<file path="config.mk">
export PLATFORM = sky130hd
export DESIGN_NAME = gcd_lcm_unit
export DESIGN_NICKNAME = d
export VERILOG_FILES = /design/src/sv/glu_pkg.sv /design/src/sv/glu_dpath.sv /design/src/sv/glu_ctrl.sv /design/src/sv/gcd_lcm_unit.sv
export VERILOG_INCLUDE_DIRS = /design/src /design/src/sv
export SDC_FILE = /design/constraint.sdc
export NUM_CORES = 1
export LEC_CHECK = 0
export BUFFER_PORTS_ARGS = -buffer_cell sky130_fd_sc_hd__buf_2
export CAP_MARGIN = 0
export CELL_PAD_IN_SITES_DETAIL_PLACEMENT = 1
export CELL_PAD_IN_SITES_GLOBAL_PLACEMENT = 1
export CORE_ASPECT_RATIO = 0.5
export CORE_MARGIN = 3
export CORE_UTILIZATION = 53
export CTS_CLUSTER_DIAMETER = 200
export DETAILED_ROUTE_END_ITERATION = 10
export PLACE_DENSITY_LB_ADDON = 0.15
export SLEW_MARGIN = 40
export SYNTH_ARGS = -nofsm -noshare
export SYNTH_HDL_FRONTEND = slang
export SYNTH_SLANG_ARGS = --single-unit
</file>
<file path="constraint.sdc">
create_clock -name clk -period 17.7 [get_ports clk]
set_input_delay 0 -clock clk [delete_from_list [all_inputs] [get_ports clk]]
set_output_delay 0 -clock clk [all_outputs]
set_load 0.01 [all_outputs]
</file>
<file path="src/sv/assert_macros.svh">
// ----------------------------------------------------------------------------
// assert_macros.svh
// Assertion macros used by glu_ctrl, clocked on clk and held off in reset.
// ----------------------------------------------------------------------------
`ifndef ASSERT_MACROS_SVH
`define ASSERT_MACROS_SVH

// Check a property at every rising edge outside reset.
`define GLU_ASSERT(label, prop, msg) \
    label: assert property (@(posedge clk) disable iff (!rst_n) (prop)) \
        else $error(msg);

// Check that a condition never holds outside reset.
`define GLU_NEVER(label, cond, msg) \
    label: assert property (@(posedge clk) disable iff (!rst_n) !(cond)) \
        else $error(msg);

`endif

</file>
<file path="src/sv/glu_pkg.sv">
// ----------------------------------------------------------------------------
// glu_pkg
// Shared constants, controller states and command/status structs.
// ----------------------------------------------------------------------------
`timescale 1ns / 1ps

package glu_pkg;

    localparam int DATA_WIDTH_DEF = 32;

    typedef enum logic [2:0] {
        ST_IDLE,
        ST_GCD,
        ST_DIV,
        ST_MLD,
        ST_MUL,
        ST_OUT
    } glu_state_t;

    typedef struct packed {
        logic load;
        logic gcd_step;
        logic gcd_finish;
        logic div_step;
        logic mul_load;
        logic mul_step;
        logic write_out;
    } glu_cmd_t;

    typedef struct packed {
        logic gcd_done;
        logic zero_op;
        logic mode_lcm;
    } glu_stat_t;

endpackage

</file>
<file path="src/sv/glu_dpath.sv">
// ----------------------------------------------------------------------------
// glu_dpath
// Operand registers, binary gcd step, bit-serial divider and multiplier,
// and the output register.
// ----------------------------------------------------------------------------
`timescale 1ns / 1ps

module glu_dpath
    import glu_pkg::*;
#(
    parameter int DATA_WIDTH = DATA_WIDTH_DEF
)
(
    input  logic                  clk,
    input  logic                  rst_n,
    input  glu_cmd_t              cmd,
    output glu_stat_t             stat,
    input  logic                  mode,
    input  logic [DATA_WIDTH-1:0] operand_a,
    input  logic [DATA_WIDTH-1:0] operand_b,
    output logic [DATA_WIDTH:0]   result,
    output logic                  overflow
);

    localparam int KW = $clog2(DATA_WIDTH);
    localparam int DW = DATA_WIDTH;

    logic [DW-1:0]   ua_reg, ua_next;
    logic [DW-1:0]   ub_reg, ub_next;
    logic [DW-1:0]   x_reg, x_next;
    logic [DW-1:0]   y_reg, y_next;
    logic [DW-1:0]   rem_reg, rem_next;
    logic [KW-1:0]   k_reg, k_next;
    logic [2*DW-1:0] prod_reg, prod_next;
    logic            mode_reg, mode_next;
    logic            neg_reg, neg_next;
    logic [DW:0]     result_reg, result_next;
    logic            overflow_reg, overflow_next;

    logic [DW:0]     div_shift;
    logic [DW:0]     div_trial;
    logic [DW:0]     mul_sum;
    logic [DW-1:0]   prod_lo;
    logic [DW-1:0]   limit;
    logic [DW-1:0]   lcm_val;
    logic            lcm_ovf;

    assign stat.gcd_done = (x_reg == '0) || (y_reg == '0);
    assign stat.zero_op  = (ua_reg == '0) || (ub_reg == '0);
    assign stat.mode_lcm = mode_reg;

    assign div_shift = {rem_reg, x_reg[DW-1]};
    assign div_trial = div_shift - {1'b0, y_reg};
    assign mul_sum   = {1'b0, prod_reg[2*DW-1:DW]} + (prod_reg[0] ? {1'b0, ub_reg} : '0);

    assign prod_lo = prod_reg[DW-1:0];
    assign limit   = neg_reg ? {1'b1, {(DW-1){1'b0}}} : {1'b0, {(DW-1){1'b1}}};
    assign lcm_ovf = (prod_reg[2*DW-1:DW] != '0) || (prod_lo > limit);
    assign lcm_val = neg_reg ? (~prod_lo + 1'b1) : prod_lo;

    always_comb
    begin
        ua_next       = ua_reg;
        ub_next       = ub_reg;
        x_next        = x_reg;
        y_next        = y_reg;
        rem_next      = rem_reg;
        k_next        = k_reg;
        prod_next     = prod_reg;
        mode_next     = mode_reg;
        neg_next      = neg_reg;
        result_next   = result_reg;
        overflow_next = overflow_reg;

        if (cmd.load)
        begin
            ua_next   = operand_a[DW-1] ? (~operand_a + 1'b1) : operand_a;
            ub_next   = operand_b[DW-1] ? (~operand_b + 1'b1) : operand_b;
            x_next    = ua_next;
            y_next    = ub_next;
            k_next    = '0;
            mode_next = mode;
            neg_next  = operand_a[DW-1] ^ operand_b[DW-1];
        end

        if (cmd.gcd_step)
        begin
            priority if (!x_reg[0] && !y_reg[0])
            begin
                x_next = x_reg >> 1;
                y_next = y_reg >> 1;
                k_next = k_reg + 1'b1;
            end
            else if (!x_reg[0])
            begin
                x_next = x_reg >> 1;
            end
            else if (!y_reg[0])
            begin
                y_next = y_reg >> 1;
            end
            else if (x_reg >= y_reg)
            begin
                x_next = (x_reg - y_reg) >> 1;
            end
            else
            begin
                y_next = (y_reg - x_reg) >> 1;
            end
        end

        if (cmd.gcd_finish)
        begin
            y_next   = (x_reg | y_reg) << k_reg;
            x_next   = ua_reg;
            rem_next = '0;
        end

        if (cmd.div_step)
        begin
            if (!div_trial[DW])
            begin
                rem_next = div_trial[DW-1:0];
                x_next   = {x_reg[DW-2:0], 1'b1};
            end
            else
            begin
                rem_next = div_shift[DW-1:0];
                x_next   = {x_reg[DW-2:0], 1'b0};
            end
        end

        if (cmd.mul_load)
        begin
            prod_next = {{DW{1'b0}}, x_reg};
        end

        if (cmd.mul_step)
        begin
            prod_next = {mul_sum, prod_reg[DW-1:1]};
        end

        if (cmd.write_out)
        begin
            priority if (!mode_reg)
            begin
                result_next   = {1'b0, y_reg};
                overflow_next = 1'b0;
            end
            else if (stat.zero_op)
            begin
                result_next   = '0;
                overflow_next = 1'b0;
            end
            else
            begin
                result_next   = {lcm_val[DW-1], lcm_val};
                overflow_next = lcm_ovf;
            end
        end
    end

    always_ff @(posedge clk or negedge rst_n)
    begin
        if (!rst_n)
        begin
            k_reg <= '0;
        end
        else
        begin
            k_reg <= k_next;
        end
    end

    always_ff @(posedge clk)
    begin
        ua_reg       <= ua_next;
        ub_reg       <= ub_next;
        x_reg        <= x_next;
        y_reg        <= y_next;
        rem_reg      <= rem_next;
        prod_reg     <= prod_next;
        mode_reg     <= mode_next;
        neg_reg      <= neg_next;
        result_reg   <= result_next;
        overflow_reg <= overflow_next;
    end

    assign result   = result_reg;
    assign overflow = overflow_reg;

endmodule

</file>
<file path="src/sv/glu_ctrl.sv">
// ----------------------------------------------------------------------------
// glu_ctrl
// Sequencer: steps the gcd loop, the divide and the multiply, and owns the
// handshakes on both channels.
// ----------------------------------------------------------------------------
`timescale 1ns / 1ps

`include "assert_macros.svh"

module glu_ctrl
    import glu_pkg::*;
#(
    parameter int DATA_WIDTH = DATA_WIDTH_DEF
)
(
    input  logic      clk,
    input  logic      rst_n,
    input  logic      in_valid,
    output logic      in_ready,
    output logic      out_valid,
    input  logic      out_ready,
    input  glu_stat_t stat,
    output glu_cmd_t  cmd
);

    localparam int KW = $clog2(DATA_WIDTH);

    glu_state_t    state_reg, state_next;
    logic [KW-1:0] cnt_reg, cnt_next;
    logic          out_valid_reg, out_valid_next;
    logic          out_free;
    logic          cnt_last;

    assign out_free = !out_valid_reg || out_ready;
    assign cnt_last = (cnt_reg == KW'(DATA_WIDTH - 1));

    always_ff @(posedge clk or negedge rst_n)
    begin
        if (!rst_n)
        begin
            state_reg     <= ST_IDLE;
            cnt_reg       <= '0;
            out_valid_reg <= 1'b0;
        end
        else
        begin
            state_reg     <= state_next;
            cnt_reg       <= cnt_next;
            out_valid_reg <= out_valid_next;
        end
    end

    always_comb
    begin
        state_next = state_reg;
        cnt_next   = cnt_reg;
        cmd        = '0;
        in_ready   = 1'b0;

        unique case (state_reg)
            ST_IDLE:
            begin
                in_ready = 1'b1;
                if (in_valid)
                begin
                    cmd.load   = 1'b1;
                    state_next = ST_GCD;
                end
            end
            ST_GCD:
            begin
                if (stat.gcd_done)
                begin
                    cmd.gcd_finish = 1'b1;
                    cnt_next       = '0;
                    state_next     = (stat.mode_lcm && !stat.zero_op) ? ST_DIV : ST_OUT;
                end
                else
                begin
                    cmd.gcd_step = 1'b1;
                end
            end
            ST_DIV:
            begin
                cmd.div_step = 1'b1;
                cnt_next     = cnt_reg + 1'b1;
                if (cnt_last)
                begin
                    cnt_next   = '0;
                    state_next = ST_MLD;
                end
            end
            ST_MLD:
            begin
                cmd.mul_load = 1'b1;
                state_next   = ST_MUL;
            end
            ST_MUL:
            begin
                cmd.mul_step = 1'b1;
                cnt_next     = cnt_reg + 1'b1;
                if (cnt_last)
                begin
                    cnt_next   = '0;
                    state_next = ST_OUT;
                end
            end
            ST_OUT:
            begin
                if (out_free)
                begin
                    cmd.write_out = 1'b1;
                    state_next    = ST_IDLE;
                end
            end
            default:
            begin
                state_next = ST_IDLE;
            end
        endcase
    end

    always_comb
    begin
        priority if (cmd.write_out)
        begin
            out_valid_next = 1'b1;
        end
        else if (out_ready)
        begin
            out_valid_next = 1'b0;
        end
        else
        begin
            out_valid_next = out_valid_reg;
        end
    end

    assign out_valid = out_valid_reg;

    `GLU_ASSERT(a_write_when_free, cmd.write_out |-> out_free, "result overwritten while pending")
    `GLU_ASSERT(a_busy_after_accept, (in_valid && in_ready) |=> !in_ready, "accepted while busy")
    `GLU_ASSERT(a_div_only_lcm, cmd.div_step |-> (stat.mode_lcm && !stat.zero_op), "divide out of mode")
    `GLU_NEVER(a_gcd_step_done, cmd.gcd_step && stat.gcd_done, "gcd stepped past its end")

endmodule

</file>
<file path="src/sv/gcd_lcm_unit.sv">
// Computes gcd or signed lcm of two DATA_WIDTH-bit operands, one transaction at a time.
// The gcd uses a binary subtract-and-shift loop removing at least one operand bit per cycle,
// so the length of the gcd loop is set by the bit lengths of the operand magnitudes. Lcm
// mode adds a bit-serial restoring divide, a multiplier load state and a shift-add multiply.
// Either operand zero in lcm mode skips the divide and the multiply. A new transaction is
// taken once the previous result has been written to the output register, even if it is
// still waiting there; a result that has not been taken when the next one is ready holds
// the unit until out_ready frees the output register.
// ----------------------------------------------------------------------------
// gcd_lcm_unit
// Top level: greatest common divisor / least common multiple unit.
// ----------------------------------------------------------------------------
`timescale 1ns / 1ps

module gcd_lcm_unit
    import glu_pkg::*;
#(
    parameter int DATA_WIDTH = DATA_WIDTH_DEF
)
(
    input  logic                  clk,
    input  logic                  rst_n,
    input  logic                  in_valid,
    output logic                  in_ready,
    input  logic                  mode,
    input  logic [DATA_WIDTH-1:0] operand_a,
    input  logic [DATA_WIDTH-1:0] operand_b,
    output logic                  out_valid,
    input  logic                  out_ready,
    output logic [DATA_WIDTH:0]   result,
    output logic                  overflow
);

    glu_cmd_t  cmd;
    glu_stat_t stat;

    glu_ctrl #(
        .DATA_WIDTH (DATA_WIDTH)
    ) u_ctrl (
        .clk       (clk),
        .rst_n     (rst_n),
        .in_valid  (in_valid),
        .in_ready  (in_ready),
        .out_valid (out_valid),
        .out_ready (out_ready),
        .stat      (stat),
        .cmd       (cmd)
    );

    glu_dpath #(
        .DATA_WIDTH (DATA_WIDTH)
    ) u_dpath (
        .clk       (clk),
        .rst_n     (rst_n),
        .cmd       (cmd),
        .stat      (stat),
        .mode      (mode),
        .operand_a (operand_a),
        .operand_b (operand_b),
        .result    (result),
        .overflow  (overflow)
    );

endmodule
</file>
==> impl_results.md, run 1 <==
- CTS root buffer: clkbuf_16
- Critical Path Slowest Stage Cell: dfxtp_1
- Comb pwr share: 0.052
- Vias in the first global route: 23400
- Nets: 3040
- # DRC: 0
- Status: complete, but fails checks
- Clk_skew: 30.4 ps
- RSZ-0062 raised after global routing: false
- Crit path time final: 4740 ps
- # Post-CTS Setup Buffers: 0
- CP Cell Sequence: inv_1 -> ha_1 -> fa_1 -> nor2b_1 -> o31ai_1 -> a21oi_1 -> a31oi_1 -> a41oi_1 -> a31o_2 -> mux2i_1 -> nand2_2 -> buf_4 -> nand2_1 -> o22ai_1
- WL/cell: 28.8 µm
- Peak Freq: 211 MHz
- H-tree depth: 1
- CP delay by family, top: compound AO/OA/AOI/OAI gates
- IO Pins: 105
- Largest cells by area after synthesis: edfxtp_1 (25%), ha_1 (11%), dfxtp_1 (5.5%), xnor2_1 (5.2%), a21oi_1 (4.3%)
- Startpoint class of the critical path: register
- Drt total wl: 96900 µm
- Reg power frac: 0.502
- Syn. warnings: 0
- Sequential area share after synthesis: 0.325
- Worst hold path class: in2async
- Syn Area/Cell: 8.72 µm²
- Slew Viols, Final: 0
- Initial DRC Count: 2927
- Leakage: 0.0108 µW
- Diode count: 0
- Vias per inst: 6.87
- Worst path arrival time: 5050 ps
- P_sw: 326 µW
- Fin crit share: 0.268
- Largest register FFs: 64
- Initial core utilization: 0.544
- Global-route wire length before repair: 145000 µm
- Commonest cells post-synth: nor2_1 (253), nand2_1 (209), a21oi_1 (197), ha_1 (197), edfxtp_1 (196)
- Syn Std Cell Area: 23100 µm²
- Die height: 154 µm
- Fraction of final layout cells sized beyond drive strength 1: 0.0961
- RD Place Congestion: 1.05
- Site row count: 53
- # port buffers: 104
- Rel. slew slack: 0.354
- Pwr per Cell Area: 52.7 nW/µm²
- Final hold violation count: 9
- Total congestion overflow: 0
- Worst-path fanout max: 20
- Final core occ: 0.608
- Max_cap viols: 0
- Internal power contribution: 1030 µW
- Top FF cell, synth: edfxtp_1
- Setup_tns: 0 ps
- Clk pwr share: 0.446
- Most common cell in the netlist: nor2_1
- Fin cells: 3367
- Clock Latency Late Sink: 600 ps
- Clock transition at path regs: 70 ps
- Critical path type: reg2reg
- Largest net degree at the start of global routing: 71
- Synth area leader: edfxtp_1
- Setup violations, final: 0
- DP Cell Count: 3233
- #FFs+latches synth: 274
- Gate count after technology mapping: 2649
- CTS sink count: 274
- Die area: 46300 µm²
- Synth-to-layout area growth: 11.8%
- Worst Max-Slew Pin Slew: 958 ps
- Initial antenna violation count: 4
- Switching Share: 0.240
- GRT Overall Usage: 0.407
- Final HPWL DP: 72100 µm
- Max stage delay on crit path: 510 ps
- TritonCTS clock tree: yes
- CTS Buf Count: 29
- WP buf/inv: 2
- Yosys top cell area share: 0.255
- Worst setup EP type: register
- Router iterations before antenna repair: 8
- Die Wd: 301 µm
- Max clock buf depth: 3
- Via count: 23100
- Peak supply drop: 0.0726 mV
- Core Area: 42500 µm²
- Post-synth EDFFs: 196
- Cell variety after synth: 98
- Antenna viol nets, final: 0
- Worst EP required: 18010 ps
- Hold_ws: -13.3 ps
- Fraction of registers with async set/reset: 0.0511
- Mapped Nets: 2919
- Failing checks: negative hold slack
[power by group through the flow]
stage / Sequential (µW) / Combinational [µW] / Clock [µW]
floorplan: 697 / 22.7 / 0
global placement: 697 / 46.9 / 0
detailed placement: 697 / 49.6 / 0
CTS: 683 / 67.4 / 604
global route: 683 / 74.5 / 628
finish: 683 / 71.2 / 606
[layout make-up]
type / instances / area, µm²
clock inverters: 13 / 77.6
clock buffers: 38 / 801
inverters: 140 / 528
well taps: 577 / 722
fillers: 4959 / 16700
multi-input cells: 2100 / 14600
flip-flops and latches: 274 / 7520
repair buffers: 225 / 1640
[path summary, 6_finish.rpt]
check                             startpoint                  end  slack, ps  cells after the start
setup / recovery           u_dpath.x_reg[31]  u_dpath.rem_reg[28]      12960                     14
hold / removal                         rst_n  u_ctrl.state_reg[0]        -10                      3
setup reg to reg           u_dpath.x_reg[31]  u_dpath.rem_reg[28]      12960                     14
hold reg to reg            u_ctrl.cnt_reg[3]    u_ctrl.cnt_reg[3]        510                      1
max in group asynchronous              rst_n     u_dpath.k_reg[0]      17370                      3
min in group clk                    in_valid  u_ctrl.state_reg[1]         40                      5
[per-stage QoR]
| step | power, µW | area, µm² | worst slack, ps | hold WS [ps] |
|---|---|---|---|---|
| floorplan | 720 | 23100 | 11930 | -296 |
| global placement | 744 | 24100 | 12370 | -55.3 |
| detailed placement | 747 | 24100 | 13090 | -53.4 |
| CTS | 1360 | 25800 | 13080 | 6.55 |
| global route | 1390 | 25800 | 12800 | 0.636 |
| finish | 1360 | 25800 | 12960 | -13.3 |
[worst min-delay path: stages]
cell           delay, ps
dlygate4sd3_1        530
buf_2                110
buf_2                380
[cells in the final DEF, fill, tap and decap left out, drive strengths merged, types with 14 or more instances in the layout]
master | synthesis | layout
nor2 | 253 | 253
nand2 | 210 | 210
a21oi | 200 | 200
ha | 197 | 197
edfxtp | 196 | 196
o21ai | 184 | 184
buf | 34 | 143
inv | 137 | 139
xnor2 | 136 | 136
dlygate4sd3 | 0 | 82
o22ai | 72 | 72
mux2i | 65 | 65
nor4 | 65 | 65
dfxtp | 64 | 64
xor2 | 61 | 61
and2 | 43 | 43
nor3 | 42 | 42
o31ai | 40 | 40
a211oi | 38 | 38
clkbuf | 101 | 38
nand3 | 37 | 37
a221oi | 35 | 35
a21o | 33 | 33
nand2b | 27 | 27
nor2b | 27 | 27
o21bai | 25 | 25
nand4 | 24 | 24
o211ai | 24 | 24
o21a | 23 | 23
or3 | 20 | 20
a31oi | 18 | 18
o41ai | 18 | 18
and3 | 14 | 14
dfrtp | 14 | 14
clkinv | 3 | 14
[kinds of logic (layout without fill, tap and decap cells)]
logic type | Yosys count | after routing | share of synthesized area
xor gates and xnor gates | 197 | 197 | 0.0747
and+or+nand+nor | 797 | 797 | 0.168
DFF | 274 | 274 | 0.325
muxes | 83 | 83 | 0.0395
adders and majority gates | 201 | 201 | 0.110
buffers and inverters | 275 | 416 | 0.0465
AOI/OAI and AO/OA | 822 | 822 | 0.236
[metal layers]
| layer | wire length, µm | track usage | vias up |
|---|---|---|---|
| met1 | 40500 | 0.569 | 11500 |
| met3 | 12000 | 0.112 | 205 |
| met5 | 53 | 0 | - |
| li1 | - | - | 10100 |
| met2 | 41200 | 0.615 | 1336 |
| met4 | 3170 | 0.122 | 8 |
[what timing repair did]
| item | CTS | global route |
|---|---|---|
| hold buffers | 83 | 0 |
| resized for setup | 0 | 0 |
| endpoints found under the hold margin | 95 | 0 |
Power figures use the tool's default switching activity.
==> run 2: changes to the inputs <==
--- a/config.mk
+++ b/config.mk
@@ -12,7 +12,7 @@
 export CELL_PAD_IN_SITES_GLOBAL_PLACEMENT = 1
 export CORE_ASPECT_RATIO = 0.5
 export CORE_MARGIN = 3
-export CORE_UTILIZATION = 53
+export CORE_UTILIZATION = 49
 export CTS_CLUSTER_DIAMETER = 200
 export DETAILED_ROUTE_END_ITERATION = 10
 export PLACE_DENSITY_LB_ADDON = 0.15
==> constraint.sdc (replaced) <==
create_clock -name clk -period 4.53 [get_ports clk]
set_input_delay 0 -clock clk [delete_from_list [all_inputs] [get_ports clk]]
set_output_delay 0 -clock clk [all_outputs]
set_load 0.01 [all_outputs]
==> impl_results.md, run 2 (synthesis results as in run 1) <==
- GR Layer Usage met3: 0.100 (-0.0120)
- Router iterations before antenna repair: 8 (unchanged)
- RD Place Congestion: 1.03 (-1.8%)
- Pwr per Cell Area: 206 nW/µm² (+290%)
- GRT Overall Usage: 0.370 (-0.0373)
- Max_cap viols: 0 (unchanged)
- RSZ-0062 raised after global routing: false
- Startpoint class of the critical path: register
- Final hold violation count: 0 (-9)
- Busiest layer in global routing: met2
- Total congestion overflow: 0 (unchanged)
- R2R Setup Slk: 230 ps (-12730 ps)
- Peak supply drop: 0.244 mV (+240%)
- Die height: 160 µm (+3.8%)
- Status: finished, final reports clean
- Fin cells: 3459 (+2.7%)
- Site row count: 55 (+3.8%)
- M1 GR Usage: 0.529 (-0.0403)
- Nets: 3078 (+1.3%)
- Fin crit share: 0.949 (+0.681)
- Leakage: 0.0110 µW (+2.0%)
- Worst-path fanout max: 13 (-35%)
- Post_cts resized: 0 (unchanged)
- Synth-to-layout area growth: 13.9%
- Via count: 23100 (-0.23%)
- Fraction of final layout cells sized beyond drive strength 1: 0.107 (+0.0110)
- Rel. slew slack: 0.402 (+0.0476)
- Place WS: 319 ps (-12770 ps)
- Most frequent cells in the layout: nor2_1 (252), nand2_1 (206), a21oi_1 (197), ha_1 (197), edfxtp_1 (196)
- GR Layer Usage met2: 0.553 (-0.0614)
- Vias per inst: 6.68 (-2.9%)
- Max clock buf depth: 3 (unchanged)
- WL/cell: 27.7 µm (-3.9%)
- Clk_skew: 29.8 ps (-0.588 ps)
- CTS sink count: 274 (unchanged)
- Antenna viol nets, final: 0 (unchanged)
- Setup violations, final: 0 (unchanged)
- Clock Latency Late Sink: 600 ps (about the same)
- Crit path time final: 4300 ps (-440 ps)
- Slew Viols, Final: 0 (unchanged)
- CTS root buffer: clkbuf_16
- Setup_tns: 0 ps (unchanged)
- CTS Buf Count: 28 (-3.4%)
- Initial DRC Count: 2898 (-0.99%)
- Die Wd: 313 µm (+3.9%)
- # Post-CTS Setup Buffers: 0 (unchanged)
- TritonCTS clock tree: yes
- Global-route wire length before repair: 143000 µm (-1.2%)
- # DRC: 0 (unchanged)
- Largest net degree at the start of global routing: 71 (unchanged)
- Largest register FFs: 64 (unchanged)
- Initial core utilization: 0.503 (-0.0402)
- Peak Freq: 233 MHz (+10%)
- Final setup margin: 230 ps (-12730 ps)
- Die area: 50000 µm² (+7.9%)
- FILL cells: 5409 (+9.1%)
- Area taken by multi-input logic gates: 14600 µm² (about the same)
- Hold_ws: 50.7 ps (+64.0 ps)
- Vias in the first global route: 22900 (-1.9%)
- DP Cell Count: 3316 (+2.6%)
- H-tree depth: 1 (unchanged)
- Core Area: 45900 µm² (+8.0%)
- Storage cell area: 7520 µm² (unchanged)
- Critical path type: reg2reg
- Worst setup EP type: register
- Worst Max-Slew Pin Slew: 888 ps (-70.6 ps)
- Clock transition at path regs: 70 ps (about the same)
- Final HPWL DP: 72200 µm (+0.22%)
- # port buffers: 104 (unchanged)
- Initial antenna violation count: 10 (+6)
- Worst hold path class: in2reg
- Drt total wl: 95700 µm (-1.2%)
- Worst EP required: 4850 ps (-13160 ps)
- IO Pins: 105 (unchanged)
- Commonest non-fill, non-tap cell in the layout: nor2_1
- Worst path arrival time: 4620 ps (-430 ps)
[run 2: metrics by stage]
stage / util / total power, µW / instance area [µm²]
floorplan: - / 2810 / 23100
global placement: 0.533 / 2910 / 24400
detailed placement: 0.533 / 2920 / 24500
CTS: 0.572 / 5430 / 26300
global route: 0.573 / 5570 / 26300
finish: 0.574 / 5440 / 26300
[run 2: final timing paths]
path / startpoint / to / depth (start not counted)
hold reg to reg: u_ctrl.cnt_reg[3] / u_ctrl.cnt_reg[3] / 1
min in group asynchronous: rst_n / u_ctrl.cnt_reg[2] / 4
setup / recovery: u_dpath.y_reg[18] / u_dpath.rem_reg[26] / 12
hold / removal: in_valid / u_ctrl.state_reg[1] / 5
max in group asynchronous: rst_n / u_dpath.k_reg[0] / 4
setup reg to reg: u_dpath.y_reg[18] / u_dpath.rem_reg[26] / 12
[run 2: final cells by class]
cell class,count,share of cell area
clock buffer,43,0.0303
tap,627,0.0298
clock inverter,9,0.00504
inverter,140,0.0202
timing repair buffer,264,0.0757
multi-input combinational,2100,0.553
antenna,2,0.000190
sequential,274,0.286
[run 2: critical path, cell delays in order (launching register included)]
cell,delay (ps)
dfxtp_1,440
inv_1,240
ha_1,440
nand3_1,170
nor4_1,420
and2_1,190
a31oi_1,70
a41oi_1,430
a31o_2,260
mux2i_1,310
nand2_2,320
nand2_1,530
o22ai_1,190
[run 2: repair_timing]
action / CTS / global route
endpoints found under the setup margin: 0 / 0
endpoints found under the hold margin: 94 / 15
hold buffers: 86 / 2
[run 2: power breakdown]
part | switching [µW] | internal, µW | total [µW] | leakage [µW]
Sequential | 0.0000000000000237 | 2670 | 2670 | 0.00260
Combinational | 148 | 132 | 279 | 0.00796
Clock | 1100 | 1380 | 2490 | 0.000450
Total | 1250 | 4180 | 5440 | 0.0110
[run 2: layer usage]
| metal | vias up | part of all wire | wire length, µm |
|---|---|---|---|
| li1 | 10200 | - | - |
| met1 | 11500 | 0.43 | 41100 |
| met2 | 1211 | 0.42 | 40500 |
| met3 | 183 | 0.12 | 11400 |
| met4 | 6 | 0.028 | 2670 |
| met5 | - | 0.00042 | 40 |
